===== src/rtl/core/fbpp_pkg.sv =====
`default_nettype none

package fbpp_pkg;

    localparam logic [31:0] SYNC_WORD   = {8'hAA, 8'h99, 8'h55, 8'h66};
    localparam int unsigned REG_LIMIT   = 32;
    localparam logic [13:0] CMD_REG     = 14'd4;
    localparam logic [13:0] IDCODE_REG  = 14'd12;
    localparam logic [31:0] CMD_DESYNC  = 32'd13;
    localparam logic [27:0] TYPE2_EXTRA = 28'd2;

    localparam logic [2:0] PKT_TYPE1 = 3'd1;
    localparam logic [2:0] PKT_TYPE2 = 3'd2;

    localparam logic [1:0] OP_NOP   = 2'd0;
    localparam logic [1:0] OP_WRITE = 2'd2;

    typedef enum logic [1:0] {
        PH_SYNC    = 2'd0,
        PH_HEADER  = 2'd1,
        PH_PAYLOAD = 2'd2,
        PH_STOP    = 2'd3
    } t_phase;

    typedef enum logic [1:0] {
        KIND_OTHER = 2'd0,
        KIND_CMD   = 2'd1,
        KIND_ID    = 2'd2
    } t_kind;

    typedef enum logic [2:0] {
        ST_OK          = 3'd0,
        ST_NO_SYNC     = 3'd1,
        ST_BAD_REG     = 3'd2,
        ST_BAD_CMD_CNT = 3'd3,
        ST_BAD_ID_CNT  = 3'd4,
        ST_BAD_TYPE    = 3'd5
    } t_status;

    typedef struct packed {
        t_phase      phase;
        logic [27:0] words_left;
        t_kind       kind;
        logic        first_payload;
        t_status     error_code;
        logic        ended;
        logic [31:0] captured_id;
        logic        id_captured;
    } t_state;

    localparam t_state STATE_RESET = '{
        phase:         PH_SYNC,
        words_left:    28'd0,
        kind:          KIND_OTHER,
        first_payload: 1'b0,
        error_code:    ST_OK,
        ended:         1'b0,
        captured_id:   32'd0,
        id_captured:   1'b0
    };

endpackage

`default_nettype wire


===== src/rtl/core/fbpp_step.sv =====
`default_nettype none

module fbpp_step
    import fbpp_pkg::*;
(
    input  var t_state      i_state,
    input  wire  [31:0]     i_word,
    output t_state          o_state
);

    logic [2:0]  w_type;
    logic [1:0]  w_op;
    logic [13:0] w_reg;
    logic [10:0] w_cnt;
    logic [27:0] w_dec;
    logic        w_fail;

    assign w_type = i_word[31:29];
    assign w_op   = i_word[28:27];
    assign w_reg  = i_word[26:13];
    assign w_cnt  = i_word[10:0];
    assign w_dec  = (i_state.words_left != 28'd0) ? i_state.words_left - 28'd1 : 28'd0;

    always_comb begin
        o_state = i_state;
        w_fail  = 1'b0;
        case (i_state.phase)
            PH_SYNC: begin
                if (i_word == SYNC_WORD) begin
                    o_state.phase = PH_HEADER;
                end else begin
                    o_state.phase      = PH_STOP;
                    o_state.error_code = ST_NO_SYNC;
                end
            end
            PH_HEADER: begin
                if (w_type == PKT_TYPE1) begin
                    if (w_op != OP_NOP) begin
                        if ({1'b0, w_reg} >= 15'(REG_LIMIT)) begin
                            o_state.phase      = PH_STOP;
                            o_state.error_code = ST_BAD_REG;
                        end else begin
                            o_state.kind = KIND_OTHER;
                            if (w_op == OP_WRITE && w_reg == CMD_REG) begin
                                if (w_cnt != 11'd1) begin
                                    w_fail             = 1'b1;
                                    o_state.phase      = PH_STOP;
                                    o_state.error_code = ST_BAD_CMD_CNT;
                                end else begin
                                    o_state.kind = KIND_CMD;
                                end
                            end else if (w_op == OP_WRITE && w_reg == IDCODE_REG) begin
                                if (w_cnt != 11'd1) begin
                                    w_fail             = 1'b1;
                                    o_state.phase      = PH_STOP;
                                    o_state.error_code = ST_BAD_ID_CNT;
                                end else begin
                                    o_state.kind = KIND_ID;
                                end
                            end
                            // a zero count announces no payload
                            if (!w_fail && w_cnt != 11'd0) begin
                                o_state.words_left    = 28'(w_cnt);
                                o_state.first_payload = 1'b1;
                                o_state.phase         = PH_PAYLOAD;
                            end
                        end
                    end
                end else if (w_type == PKT_TYPE2) begin
                    o_state.kind          = KIND_OTHER;
                    o_state.first_payload = 1'b0;
                    o_state.words_left    = 28'({1'b0, i_word[26:0]}) + TYPE2_EXTRA;
                    o_state.phase         = PH_PAYLOAD;
                end else begin
                    o_state.phase      = PH_STOP;
                    o_state.error_code = ST_BAD_TYPE;
                end
            end
            PH_PAYLOAD: begin
                if (i_state.first_payload && i_state.kind == KIND_CMD
                        && i_word == CMD_DESYNC) begin
                    o_state.first_payload = 1'b0;
                    o_state.ended         = 1'b1;
                    o_state.phase         = PH_STOP;
                    o_state.words_left    = 28'd0;
                end else begin
                    o_state.first_payload = 1'b0;
                    if (i_state.first_payload && i_state.kind == KIND_ID) begin
                        o_state.captured_id = i_word;
                        o_state.id_captured = 1'b1;
                    end
                    o_state.words_left = w_dec;
                    if (w_dec == 28'd0) begin
                        o_state.phase = PH_HEADER;
                    end
                end
            end
            default: begin
                // stopped: ignore the word
            end
        endcase
    end

endmodule

`default_nettype wire


===== src/rtl/core/fpga_bitstream_packet_parser_top.sv =====
// A result is registered and appears on the master side in the cycle after its word is accepted.
// Throughput: one word per cycle; the slave side stalls only while a result waits untaken.
// The parser state advances in one pass of header/payload decode per accepted word.
// Reset (synchronous, active low) returns the parser to expecting the sync word,
// clears the sticky error, DESYNC flag and captured ID code, and empties the output.
`default_nettype none

module fpga_bitstream_packet_parser_top
    import fbpp_pkg::*;
(
    input  wire         i_clk,
    input  wire         i_rst_n,
    // slave side: one bitstream word per request
    input  wire         i_s_axis_tvalid,
    output logic        o_s_axis_tready,
    input  wire  [31:0] i_s_axis_tdata,   // [31:0] word
    input  wire         i_s_axis_tlast,   // last word of the bitstream
    // master side: one status result per accepted word
    output logic        o_m_axis_tvalid,
    input  wire         i_m_axis_tready,
    output logic [39:0] o_m_axis_tdata    // [2:0] status, [3] desync_seen,
                                          // [35:4] idcode_value, [36] idcode_valid,
                                          // [39:37] zero
);

    t_state      r_state;
    t_state      n_state;
    t_state      w_step;
    logic        r_m_valid;
    logic [39:0] r_m_data;
    logic        w_in_acc;

    // Accept a new request whenever the output register is empty or being drained.
    assign o_s_axis_tready = !r_m_valid || i_m_axis_tready;
    assign w_in_acc        = i_s_axis_tvalid && o_s_axis_tready;

    fbpp_step u_step (
        .i_state (r_state),
        .i_word  (i_s_axis_tdata),
        .o_state (w_step)
    );

    // The last word's result is formed from the advanced state, then the parser
    // drops back to its reset state ready for the next bitstream's sync word.
    always_comb begin
        n_state = r_state;
        if (w_in_acc) begin
            n_state = i_s_axis_tlast ? STATE_RESET : w_step;
        end
    end

    always_ff @(posedge i_clk) begin
        if (!i_rst_n) begin
            r_state <= STATE_RESET;
        end else begin
            r_state <= n_state;
        end
    end

    // Output register: hold the result until the master side takes it.
    always_ff @(posedge i_clk) begin
        if (!i_rst_n) begin
            r_m_valid <= 1'b0;
        end else if (w_in_acc) begin
            r_m_valid <= 1'b1;
        end else if (i_m_axis_tready) begin
            r_m_valid <= 1'b0;
        end
    end

    always_ff @(posedge i_clk) begin
        if (w_in_acc) begin
            r_m_data <= {3'b000, w_step.id_captured, w_step.captured_id,
                         w_step.ended, w_step.error_code};
        end
    end

    assign o_m_axis_tvalid = r_m_valid;
    assign o_m_axis_tdata  = r_m_data;

    // A reported error or DESYNC mid-bitstream must leave the parser stopped.
    a_err_stops: assert property (@(posedge i_clk) disable iff (!i_rst_n)
        (w_in_acc && !i_s_axis_tlast) |=>
            ((r_m_data[2:0] == ST_OK && !r_m_data[3]) || r_state.phase == PH_STOP))
        else $error("error or desync reported but parser not stopped");

    // Payload phase always has words still to consume.
    a_payload_cnt: assert property (@(posedge i_clk) disable iff (!i_rst_n)
        (r_state.phase == PH_PAYLOAD) |-> (r_state.words_left != 28'd0))
        else $error("payload phase with zero words left");

    // The ID code stays zero until one has been captured.
    a_id_zero: assert property (@(posedge i_clk) disable iff (!i_rst_n)
        !r_state.id_captured |-> (r_state.captured_id == 32'd0))
        else $error("ID code set without capture");

    // The final word of a bitstream returns the parser to expecting sync.
    a_last_resets: assert property (@(posedge i_clk) disable iff (!i_rst_n)
        (w_in_acc && i_s_axis_tlast) |=>
            (r_state.phase == PH_SYNC && r_state.error_code == ST_OK && !r_state.ended))
        else $error("parser not reset after last word");

endmodule

`default_nettype wire


===== config.mk =====
export PLATFORM = sky130hd
export DESIGN_NAME = fpga_bitstream_packet_parser_top
export DESIGN_NICKNAME = d
export VERILOG_FILES = /design/src/rtl/core/fbpp_pkg.sv /design/src/rtl/core/fbpp_step.sv /design/src/rtl/core/fpga_bitstream_packet_parser_top.sv
export SDC_FILE = /design/constraint.sdc
export NUM_CORES = 1
export LEC_CHECK = 0
export BUFFER_PORTS_ARGS = -buffer_cell sky130_fd_sc_hd__buf_2
export CAP_MARGIN = 25
export CELL_PAD_IN_SITES_DETAIL_PLACEMENT = 1
export CELL_PAD_IN_SITES_GLOBAL_PLACEMENT = 1
export CORE_MARGIN = 2
export CORE_UTILIZATION = 44
export DETAILED_ROUTE_END_ITERATION = 16
export PLACE_DENSITY = 0.83
export SYNTH_ARGS = -nofsm -noshare
export SYNTH_HDL_FRONTEND = slang
export SYNTH_SLANG_ARGS = --single-unit

===== constraint.sdc =====
create_clock -name i_clk -period 4 [get_ports i_clk]
set_input_delay 0.8 -clock i_clk [delete_from_list [all_inputs] [get_ports i_clk]]
set_output_delay 0.8 -clock i_clk [all_outputs]
set_load 0.03 [all_outputs]

==> impl_results.md, run 1 <==
* GRT Util Overall at 28.8%
* Endpoint class of the critical path: flop
* Wirelength per Cell at 22.5 um
* Crit path time final at roughly 3300 ps
* Die area at 14900 um2
* Met2 routed WL at approximately 10000 um
* Share of cells above drive strength 1 at 20.6%
* Ys flop type: dfxtp_1
* CP max stage cell: a2111o_1
* Hold Path Stages at 2
* Netlist cell types at 71
* Max cap viols at 0
* Port Buffers at 75
* Diodes inserted at 0
* Post-CTS Setup Bufs at 0
* Slew @ Worst Pin at 945 ps
* Wl on met1 at 9250 um
* # DRC at 0
* Final setup fails at 0
* Resize count post-CTS at 0
* Top cell type's share of synthesized area at 23.2%
* Initial core utilization at roughly 45%
* Clock-pin slew on the worst setup and hold paths at 80 ps
* Final period util at 82.1%
* Synth Cell Area at 6120 um2
* Routed wl met3 at slightly above 900 um
* Synth area leaders: dfxtp_1 23%, edfxtp_1 18%, mux2_2 6.1%
* Crit-path max cell delay at 510 ps
* Layout area overhead at 13.2%
* Fin. max-slew vios at 0
* Vias at 5884
* Worst r2r dst: r_state[68]
* Skew-Pair Late Insertion Delay at 360 ps
* Post-route setup slack at 715 ps
* DRT Pass-1 Iters at 4
* Crit Path Category: flop to flop
* Synth area leader: dfxtp_1
* R2R depth at 9
* Clock skew at around 9 ps
* Req. time, crit path at 4260 ps
* Cells after Synth at slightly below 700
* Number of synthesized register bits at approximately 110
* Slew margin rel. at a little over a third
* CP cell instances: inv_1, ha_1, or3b_2, o31ai_1, o211ai_1, nor4b_1, o2111ai_1, a2111o_1, o311ai_0
* FF-to-FF Start: r_state[40]
* Register area share after synthesis at 41.4%
* Avg Inst Size Synth at 8.92 um2
* # rows at 43
* Async set-reset flop share out of synthesis at 0%
* Flop2flop setup slack at 720 ps
* Remaining global-route overflow at 0
* Clock root buffer: clkbuf_16
* RSZ-0062 raised after global routing: false
* Final hold vios at 0
* # IOs at 79
* Most common cell after layout, fill and taps aside: nor2_1
* Initial antenna violation count at 0
* Post-place setup slack at 379 ps
* Die Ht at 122 um
* Max Used Layer: met4
* Cell Count, Final, Fillers Out at roughly 930
* CTS sink cnt at 108
* Setup TNS Final at 0 ps
* Vias in the first global route at 5958
* Most frequent cells in the layout: 81 x nor2_1, 75 x buf_2, 71 x dfxtp_1, 45 x nand2_1, 39 x a22oi_1
* PwrDens at 393 nW/um2
* Total Wirelength at roughly 21000 um
* DR vias/cell at 6.35
* Startpoint Class: flop
* Synthesis warning total at 0
* Seq. cell area at 2530 um2
* HP Class: flop to flop
* DP Cell Count at a little over 900
* Largest net degree at the start of global routing at 43
* Hold Path Sink: r_state[33]
* EDFF count, synth at 37
* Hold Crit Start: r_state[33]
* CTS tree: built
* Pleak at 2.68 nW
* Clock buffer depth at 2
* Global-route wire length before repair at 33000 um
* Peak Freq at 304 MHz
* Crit-path max FO at 6
* Final ANT Viol Nets at 0
* Die W at between 100 and 150 um
* Final net count at 785
* GP Congestion at 0.967
* Core region area at 13700 um2
* DRT iter0 DRCs at approximately 410
* Cts bufs inserted at 9
* Post-CTS Hold Fix Bufs at 0
* Post-DP HPWL at 15500 um
* Crit path arrival time at 3540 ps
* Status: complete, no violations
* FILL cells at 1624
* Area of the multi-input gates at 3320 um2
* Maximum vdd ir drop at 0.271 mV
* H-tree Lvls at 3
==> Yosys cell counts (19+ instances only) <==
master / n
a22oi_1: 39
o22ai_1: 21
mux2_2: 33
a21oi_1: 34
o21ai_0: 22
nand2_1: 45
nor3_1: 26
nand4_1: 19
nand3_1: 26
nor2_1: 82
inv_1: 22
clkbuf_1: 36
dfxtp_1: 71
edfxtp_1: 37
==> power by group <==
part / internal [W] / switching, W
clock: 0.000447 / 0.000430
sequential: 0.00117 / 0.0000328
combinational: 0.000209 / 0.000433
==> final cells by class <==
class / count / area share (%)
clock inverter: 6 / 0.668
multi-input combinational: 512 / 47.9
timing repair buffer: 89 / 6.94
inverter: 22 / 1.19
tap: 180 / 3.25
clock buffer: 10 / 3.45
sequential: 108 / 36.6
==> critical path: cells and delay by family, from the launching register on <==
family / cells / cell delay (ps)
DFF: 1 / 360
AOI/OAI and AO/OA: 5 / 1440
and+or+nand+nor: 2 / 890
buffers and inverters: 1 / 200
adders and majority gates: 1 / 300
==> sequential cells by signal, indices dropped and copies added, names as in the netlist <==
name             flops
o_m_axis_tvalid      1
o_m_axis_tdata      37
r_state             70
==> cells by family after synthesis <==
family	count (synthesis)	share of synthesized area, %
xor gates and xnor gates	27	3.87
muxes	33	6.07
DFF	108	41.4
buffers and inverters	68	4.58
and+or+nand+nor	265	22.6
adders and majority gates	6	1.23
other	1	0.0613
AOI/OAI and AO/OA	178	20.2
==> how the worst max path moves through the flow <==
| stage | from | endpoint | slack (ps) |
|---|---|---|---|
| 5_1_grt | r_state[40] | r_state[69] | 470 |
| 6_report | r_state[40] | r_state[68] | 720 |
| 2_1_floorplan | i_m_axis_tready | r_state[49] | 470 |
| 3_5_place_dp | i_s_axis_tdata[21] | r_state[44] | 380 |
| 4_1_cts | r_state[40] | r_state[68] | 720 |
| 3_3_place_gp | i_s_axis_tdata[21] | r_state[44] | 470 |
==> routing by layer <==
metal / vias up / GRT usage (%)
met5: - / 0
met4: 0 / 10.9
met3: 37 / 3.65
met2: 182 / 46.8
met1: 2957 / 39.2
li1: 2708 / -
==> per-stage QoR <==
stage / power, W / hold slack (ps) / utilization, % / area (um2)
CTS: 0.00273 / 480 / 50.5 / 6930
global placement: 0.00185 / 447 / 48.4 / 6640
floorplan: 0.00164 / 431 / - / 6130
detailed placement: 0.00185 / 463 / 48.4 / 6640
global route: 0.00283 / 510 / 50.5 / 6930
finish: 0.00272 / 495 / 50.5 / 6930
No activity file was read; power rests on OpenSTA's default activity.
==> run 2, diff against run 1 <==
- CORE_UTILIZATION: 44 -> 40
- PLACE_DENSITY: 0.83 -> 0.79
- clock period: 4 -> 2.99 ns (I/O delays scaled with it)
==> run 2 against run 1 <==
Compared with the run above: power increased by 40%; largest cell class unchanged; cell count is 5.4% higher; highest routed layer unchanged; non-clock buffer count grew 42; clock power rose by 44%; core utilization shrank 1.8 points; sequential power grew 33%; cell area grew 6.1%; via count grew 3.6%; wire length rose by 5.0%; die area increased by 9.7%; sequential share of layout area down 2.1 points.
==> impl_results.md, run 2 (same netlist as run 1, synthesis figures left out) <==
* Status: complete, no violations
* Tot Pwr at 0.00382 W (+40%)
* Crit Path Category: flop to flop
* Req. time, crit path at 3220 ps (-1040 ps)
* Remaining global-route overflow at 0 (unchanged)
* Slew @ Worst Pin at 669 ps (-276 ps)
* Post-CTS Hold Fix Bufs at 0 (unchanged)
* Die W at 128 um (+4.7%)
* Worst r2r dst: r_state[69]
* # rows at 45 (+4.7%)
* Startpoint Class: flop
* Crit-path max FO at 4 (-2)
* Hold Crit Start: r_state[33]
* Crit path arrival time at 3100 ps (-440 ps)
* Core region area at 15100 um2 (+10%)
* Die area at 16300 um2 (+9.7%)
* Port Buffers at 75 (unchanged)
* Clock-pin slew on the worst setup and hold paths at 80 ps (about the same)
* Vias in the first global route at 6232 (+4.6%)
* Initial core utilization at 40.5% (-4.0 points)
* Initial antenna violation count at 0 (unchanged)
* H-tree Lvls at 3 (unchanged)
* Clock skew at 14.3 ps (+5.14 ps)
* Fin. max-slew vios at 0 (unchanged)
* PwrDens at 520 nW/um2 (+32%)
* Cell Count, Final, Fillers Out at 977 (+5.4%)
* Share of cells above drive strength 1 at 25.6% (+5.0 points)
* Final setup fails at 0 (unchanged)
* Maximum vdd ir drop at 0.274 mV (+1.3%)
* Hold Path Stages at 2 (unchanged)
* GP Congestion at 0.956 (-1.1%)
* Cts bufs inserted at 9 (unchanged)
* Skew-Pair Late Insertion Delay at 360 ps (about the same)
* Largest net degree at the start of global routing at 52 (+21%)
* Slew margin rel. at 55.1% (+19 points)
* Die Ht at 128 um (+4.7%)
* Clock buffer depth at 2 (unchanged)
* Hold Path Sink: r_state[33]
* DP Cell Count at 961 (+5.5%)
* Global-route wire length before repair at 34600 um (+4.8%)
* FF-to-FF Start: r_state[41]
* Flop2flop setup slack at 120 ps (-590 ps)
* GRT Util Overall at 26.9% (-1.9 points)
* Max reg flops at 70 (unchanged)
* Final instance area at 7350 um2 (+6.1%)
* Final period util at 95.9% (+14 points)
* Wirelength per Cell at 22.4 um (-0.35%)
* CTS tree: built
* Most frequent cells in the layout: 81 x nor2_1, 75 x buf_2, 71 x dfxtp_1, 52 x buf_4, 45 x nand2_1
* Final net count at 827 (+5.4%)
* Post-CTS Setup Bufs at 0 (unchanged)
* Max cap viols at 0 (unchanged)
* Final ANT Viol Nets at 0 (unchanged)
* Final hold vios at 0 (unchanged)
* Most common cell after layout, fill and taps aside: nor2_1
* Biggest register: r_state
* Pleak at 2.90 nW (+8.2%)
* # DRC at 0 (unchanged)
* Total Wirelength at 21900 um (+5.0%)
* Clock root buffer: clkbuf_16
* DR vias/cell at 6.24 (-1.7%)
* DRT Pass-1 Iters at 4 (unchanged)
* Post-DP HPWL at 16200 um (+4.9%)
* # IOs at 79 (unchanged)
* R2R depth at 10 (+1)
* HP Class: flop to flop
* Diodes inserted at 0 (unchanged)
* Peak Freq at 349 MHz (+15%)
* Crit path time final at 2870 ps (-417 ps)
* Layout area overhead at 20.1%
* DRT iter0 DRCs at 367 (-11%)
* Endpoint class of the critical path: flop
* Vias at 6093 (+3.6%)
* CTS sink cnt at 108 (unchanged)
* Cell Area, Placed at 7020 um2 (+5.6%)
[run 2: layout make-up]
cell class	count	area, um2
clock buffers	9	225
fillers	1789	7740
well taps	188	235
multi-input cells	512	3350
repair buffers	131	841
clock inverters	7	80.1
flip-flops and latches	108	2530
inverters	22	86.3
[run 2: worst max-delay path by stage]
stage                     slack [ps]  cells after the start           to               start
after floorplan                   40                      9  r_state[49]     i_m_axis_tready
after global placement            90                      8  r_state[49]  i_s_axis_tdata[21]
after detailed placement          50                      9  r_state[69]         r_state[41]
after CTS                         30                      9  r_state[69]         r_state[41]
after global routing             -90                     10  r_state[69]         r_state[41]
final                            120                     10  r_state[69]         r_state[41]
[run 2: report_power, final]
group,total [W],switching [W],internal [W]
clock network,0.00126,0.000592,0.000665
logic,0.000961,0.000618,0.000343
registers,0.00160,0.0000423,0.00156
total,0.00382,0.00125,0.00257
[run 2: metrics by stage]
stage          TNS [ps]  worst slack (ps)  hold slack (ps)  utilization (%)
2_1_floorplan         0              37.1              431                -
5_1_grt            -156             -85.8              505             48.7
4_1_cts               0              33.8              474             48.5
3_5_place_dp          0              53.7              454             46.5
3_3_place_gp          0              92.3              441             46.4
6_report              0               122              476             48.7
[run 2: per-layer routing]
metal	GRT usage [%]	wire, um
met5	0	0
met4	8.53	571
met3	3.38	959
met2	46.8	11100
met1	34.7	9280
[run 2: repair_timing]
item                                   4_1_cts  5_1_grt
resized for setup                            0        5
setup endpoints to repair                    0        2
endpoints found under the hold margin        0        0
[run 2: critical path: stages (launching register included)]
cell	delay (ps)
dfxtp_1	350
inv_1	90
ha_1	220
buf_4	140
nor4b_1	240
nand4_1	210
o21a_1	240
nor4_1	430
o2111ai_2	250
a2111o_1	460
o311ai_0	110
